File: config.mk
export PLATFORM = sky130hd
export DESIGN_NAME = htwd_front
export DESIGN_NICKNAME = d
export VERILOG_FILES = /design/src/sv/htwd_pkg.sv /design/src/sv/htwd_front.sv
export SDC_FILE = /design/constraint.sdc
export NUM_CORES = 1
export LEC_CHECK = 0
export BUFFER_PORTS_ARGS = -buffer_cell sky130_fd_sc_hd__buf_2
export CAP_MARGIN = 20
export CELL_PAD_IN_SITES_DETAIL_PLACEMENT = 0
export CELL_PAD_IN_SITES_GLOBAL_PLACEMENT = 1
export CORE_MARGIN = 4
export CORE_UTILIZATION = 39
export CTS_CLUSTER_DIAMETER = 120
export DETAILED_ROUTE_END_ITERATION = 7
export PLACE_DENSITY = 0.75
export SYNTH_ARGS = -nofsm -noshare
export SYNTH_HDL_FRONTEND = slang
export SYNTH_SLANG_ARGS = --single-unit
File: constraint.sdc
create_clock -name clk -period 4.1 [get_ports clk]
set_input_delay 1.025 -clock clk [delete_from_list [all_inputs] [get_ports clk]]
set_output_delay 1.025 -clock clk [all_outputs]
set_load 0.1 [all_outputs]
File: src/sv/htwd_pkg.sv
// ============================================================================
// htwd_pkg
// Shared types and constants for the Huffman tree-walk decoder.
// ============================================================================
`timescale 1ns / 1ps
`default_nettype none

package htwd_pkg;

  localparam int IDX_W      = 9;   // node index width
  localparam int SYM_W      = 8;   // symbol width
  localparam int BYTE_W     = 8;   // compressed byte width
  localparam int CNT_W      = 4;   // bit count width
  localparam int ACT_W      = 2;   // action code width

  localparam int NODE_COUNT = 512; // node table depth
  localparam int NODE_AW    = $clog2(NODE_COUNT);

  localparam int CMDQ_DEPTH = 2;   // command queue between front and back
  localparam int CMDQ_AW    = (CMDQ_DEPTH > 1) ? $clog2(CMDQ_DEPTH) : 1;
  localparam int CMDQ_CW    = $clog2(CMDQ_DEPTH + 1);

  // action codes on the input channel
  localparam logic [ACT_W-1:0] ACT_WRITE   = 2'd0;
  localparam logic [ACT_W-1:0] ACT_DECODE  = 2'd1;
  localparam logic [ACT_W-1:0] ACT_RESTART = 2'd2;

  typedef enum logic [1:0] {
    CMD_WRITE,
    CMD_DECODE,
    CMD_RESTART
  } cmd_kind_t;

  // one node table entry, 29 bits
  typedef struct packed {
    logic [IDX_W-1:0] left;
    logic             left_pres;
    logic [IDX_W-1:0] right;
    logic             right_pres;
    logic             leaf;
    logic [SYM_W-1:0] sym;
  } node_t;

  localparam int ENTRY_W = $bits(node_t);

  // classified command handed from front to back
  typedef struct packed {
    cmd_kind_t         kind;
    logic [IDX_W-1:0]  node_index;
    node_t             node;
    logic [BYTE_W-1:0] code_byte;
    logic [CNT_W-1:0]  bit_cnt;   // already clamped to 1..BYTE_W
  } cmd_t;

endpackage

`default_nettype wire

File: src/sv/htwd_front.sv
// ============================================================================
// htwd_front
// Accepts input items, classifies them and queues commands for the walker.
// ============================================================================
`timescale 1ns / 1ps
`default_nettype none

module htwd_front
  import htwd_pkg::*;
(
  input  wire logic              clk,
  input  wire logic              rst_n,
  input  wire logic              in_push,
  output logic                   in_full,
  input  wire logic [ACT_W-1:0]  in_action,
  input  wire logic [IDX_W-1:0]  in_node_index,
  input  wire logic [IDX_W-1:0]  in_left_child,
  input  wire logic              in_left_present,
  input  wire logic [IDX_W-1:0]  in_right_child,
  input  wire logic              in_right_present,
  input  wire logic              in_leaf_mark,
  input  wire logic [SYM_W-1:0]  in_leaf_symbol,
  input  wire logic [BYTE_W-1:0] in_code_byte,
  input  wire logic [CNT_W-1:0]  in_bit_count,
  output logic                   cmd_valid,
  output cmd_t                   cmd,
  input  wire logic              cmd_pop
);

  cmd_t               q_r [CMDQ_DEPTH];
  logic [CMDQ_AW-1:0] wptr_r, wptr_nxt;
  logic [CMDQ_AW-1:0] rptr_r, rptr_nxt;
  logic [CMDQ_CW-1:0] cnt_r, cnt_nxt;

  cmd_t               cmd_in;
  logic               keep;
  logic               enq;
  logic               deq;

  // classify: items with no effect (unused code, empty byte, write off the
  // table) are dropped here
  always_comb begin
    cmd_in            = '0;
    cmd_in.node_index = in_node_index;
    cmd_in.node       = '{left: in_left_child, left_pres: in_left_present,
                          right: in_right_child, right_pres: in_right_present,
                          leaf: in_leaf_mark, sym: in_leaf_symbol};
    cmd_in.code_byte  = in_code_byte;
    cmd_in.bit_cnt    = (in_bit_count > CNT_W'(BYTE_W)) ? CNT_W'(BYTE_W) : in_bit_count;
    keep              = 1'b0;
    case (in_action)
      ACT_WRITE: begin
        cmd_in.kind = CMD_WRITE;
        keep        = (32'(in_node_index) < NODE_COUNT);
      end
      ACT_DECODE: begin
        cmd_in.kind = CMD_DECODE;
        keep        = (in_bit_count != '0);
      end
      ACT_RESTART: begin
        cmd_in.kind = CMD_RESTART;
        keep        = 1'b1;
      end
      default: begin
        cmd_in.kind = CMD_RESTART;
        keep        = 1'b0;
      end
    endcase
  end

  assign in_full   = (cnt_r == CMDQ_CW'(CMDQ_DEPTH));
  assign cmd_valid = (cnt_r != '0);
  assign cmd       = q_r[rptr_r];
  assign enq       = in_push && !in_full && keep;
  assign deq       = cmd_pop && cmd_valid;

  always_comb begin
    wptr_nxt = wptr_r;
    rptr_nxt = rptr_r;
    cnt_nxt  = cnt_r;
    if (enq) begin
      wptr_nxt = (wptr_r == CMDQ_AW'(CMDQ_DEPTH - 1)) ? '0 : wptr_r + 1'b1;
    end
    if (deq) begin
      rptr_nxt = (rptr_r == CMDQ_AW'(CMDQ_DEPTH - 1)) ? '0 : rptr_r + 1'b1;
    end
    if (enq && !deq) begin
      cnt_nxt = cnt_r + 1'b1;
    end else if (deq && !enq) begin
      cnt_nxt = cnt_r - 1'b1;
    end
  end

  always_ff @(posedge clk) begin
    if (!rst_n) begin
      wptr_r <= '0;
      rptr_r <= '0;
      cnt_r  <= '0;
    end else begin
      wptr_r <= wptr_nxt;
      rptr_r <= rptr_nxt;
      cnt_r  <= cnt_nxt;
    end
  end

  always_ff @(posedge clk) begin
    if (enq) begin
      q_r[wptr_r] <= cmd_in;
    end
  end

`ifndef SYNTHESIS
  a_cnt_bound: assert property (@(posedge clk) disable iff (!rst_n)
    cnt_r <= CMDQ_CW'(CMDQ_DEPTH))
    else $error("command queue over-filled");
`endif

endmodule

`default_nettype wire

==> results.md <==
* Outcome: finished, final reports clean
* Number of global-route vias before repair at around 2200
* Critical Path AT at 2.18 ns
* Die span in y at roughly 110 microns
* Finished Layout Cells at between 400 and 500
* Hold Crit Start: cnt_r[1]$_SDFFE_PN0P_
* Syn_area_per_cell at 20.9 sq um
* Startpoint type of the worst setup path: flop
* Wire per inst at around 16 microns
* Detailed-route DRC error count at 0
* Number of distinct library cells after synthesis at 22
* Worst endpoint required time at around 3 ns
* Layout area overhead at 23.3%
* Htree depth at 3
* Initial Util at about two fifths
* Port-buffer cells at 109
* DPL Wire Length at 4900 microns
* Commonest non-fill, non-tap cell in the layout: buf_2
* Post-route setup TNS at 0 ns
* Unrepaired setup endpoints after global routing: no
* Antenna viol nets, final at 0
* Register Area at 3220 sq um
* Tcrit/Tclk final at about four fifths
* Area of the multi-input gates at 800 sq um
* Final worst slack at 0.890 ns
* Gr usage total at between 10 and 15%
* Die X at between 100 and 150 microns
* Die Area at 12100 sq um
* Final Skew at about 0.0091 ns
* Clk sinks at between 100 and 150
* DR vias/cell at 4.64
* Total Nets Final at ~370
* Std-Cell Rows at 36
* Post-Route WL at about 7000 microns
* Largest net degree at the start of global routing at 32
* Placed cells at roughly 430
* Worst Tran Pin Value at about 0.67 ns
* Ratio of cells with drive above 1 in the final layout at 59.9%
* Final setup violation count at 0
* CP Max Fanout at 27
* CTS tree: yes
* YS warnings at 0
* Class of the worst hold path: reg -> reg
* Most frequent cells in the layout: buf_2 (109), edfxtp_1 (104), mux2_2 (52)
* Post-synthesis register bit count at roughly 110
* Slew Limit Fails at 0
* Core Region at 9950 sq um
* Hold buffer count at cts at 0
* Total grt overflow at 0
* Via Count at roughly 2100
* Initial antenna violation count at 3
* Drt first pass iters at 6
* Fmax at 312 MHz
* Crit. End Element: output pin
* Clk buf depth at 2
* Kind of critical path: reg -> out
* RR Startpoint: cnt_r[1]$_SDFFE_PN0P_
* GP Congestion at 0.687
* Worst-Skew Late Latency at 0.35 ns
* # fillers at 856
* Synth top area share at between 70 and 80%
* CTS root buf: clkbuf_8
* Final min period at ~3.2 ns
* Clock slew at reported path FFs at roughly 0.09 ns
* Placement Setup Slack at around 1.1 ns
* Synth area leader: edfxtp_1
* Num CTS Buffers at 9
* Headroom to the max-slew limit at between 50 and 60%
* Syn nets at approximately 250
* Synth area leaders: edfxtp_1 (77%), mux2_2 (14%), dfxtp_1 (2.5%)
* Final hold violations at 0
* Max-cap viol count at 0
* First-pass GRT wire length at around 11000 microns
* Fin util at between 50% and 60%
* Cells after Synth at 194
* Post-synthesis instance area at 4050 sq um
* Antenna cells at 0
* CTS resizes at 0
* 1st-iter DRT viols at 33
* I/O pin cnt at 110
* Seq/Total Area, Yosys at between 70% and 80%
* Post-CTS Setup Bufs at 0
-- path summary, 6_finish.rpt --
check | end | slack (ns) | cells past startpoint
setup / recovery | cmd[15] | 0.89 | 3
hold / removal | cnt_r[1]$_SDFFE_PN0P_ | 0.52 | 2
setup reg to reg | q_r[1][40]$_DFFE_PP_ | 1.95 | 4
hold reg to reg | cnt_r[1]$_SDFFE_PN0P_ | 0.52 | 2
-- flip-flops by register name, indices dropped and copies added, names as in the netlist, named ones only --
register / count
q_r: 104
cnt_r: 2
rptr_r: 1
wptr_r: 1
-- critical path, cell delays in order (launching register included) --
cell and delay (ns):
dfxtp_2 0.76, buf_4 0.39, mux2_2 0.38, buf_2 0.29
-- area by class of cell --
class | count | area share (%)
repair buffers | 115 | 11.8
multi-input cells | 77 | 16.0
flip-flops and latches | 109 | 64.5
clock inverters | 6 | 1.75
clock buffers | 10 | 2.55
well taps | 133 | 3.33
-- metal layers --
metal / routed length, microns / GRT usage (%) / up-vias
met5: 28 / 0 / -
met4: 110 / 4.27 / 6
met3: 557 / 5.28 / 15
met2: 3470 / 19.8 / 71
met1: 2860 / 14.3 / 1011
li1: - / - / 986
-- Yosys cell counts (all sizes together) --
library cell  number
edfxtp           104
mux2              52
buf                6
nor2b              6
dfxtp              5
and2               4
clkbuf             2
o21ai              2
xnor2              2
a211oi             1
a21bo              1
a21boi             1
ha                 1
mux2i              1
nand2              1
nand2b             1
nor4               1
or2                1
or3                1
xor2               1
-- through the flow --
| step | hold WS (ns) | area (sq um) |
|---|---|---|
| 3_3_place_gp | 0.496 | 4780 |
| 3_5_place_dp | 0.506 | 4780 |
| 2_1_floorplan | 0.462 | 4050 |
| 6_report | 0.515 | 5000 |
| 4_1_cts | 0.520 | 5000 |
| 5_1_grt | 0.547 | 5000 |
-- kinds of logic (layout without fill, tap and decap cells) --
group / Yosys count / count (layout) / synth area share, %
and+or+nand+nor: 15 / 15 / 2.69
muxes: 53 / 53 / 14.7
AOI/OAI and AO/OA: 5 / 5 / 1.17
adders and majority gates: 1 / 1 / 0.309
xor gates and xnor gates: 3 / 3 / 0.649
buffers and inverters: 8 / 131 / 0.927
DFF: 109 / 109 / 79.6
Power is not shown: default switching activity piles up to over one toggle a cycle in this logic, so the estimate is an artifact.
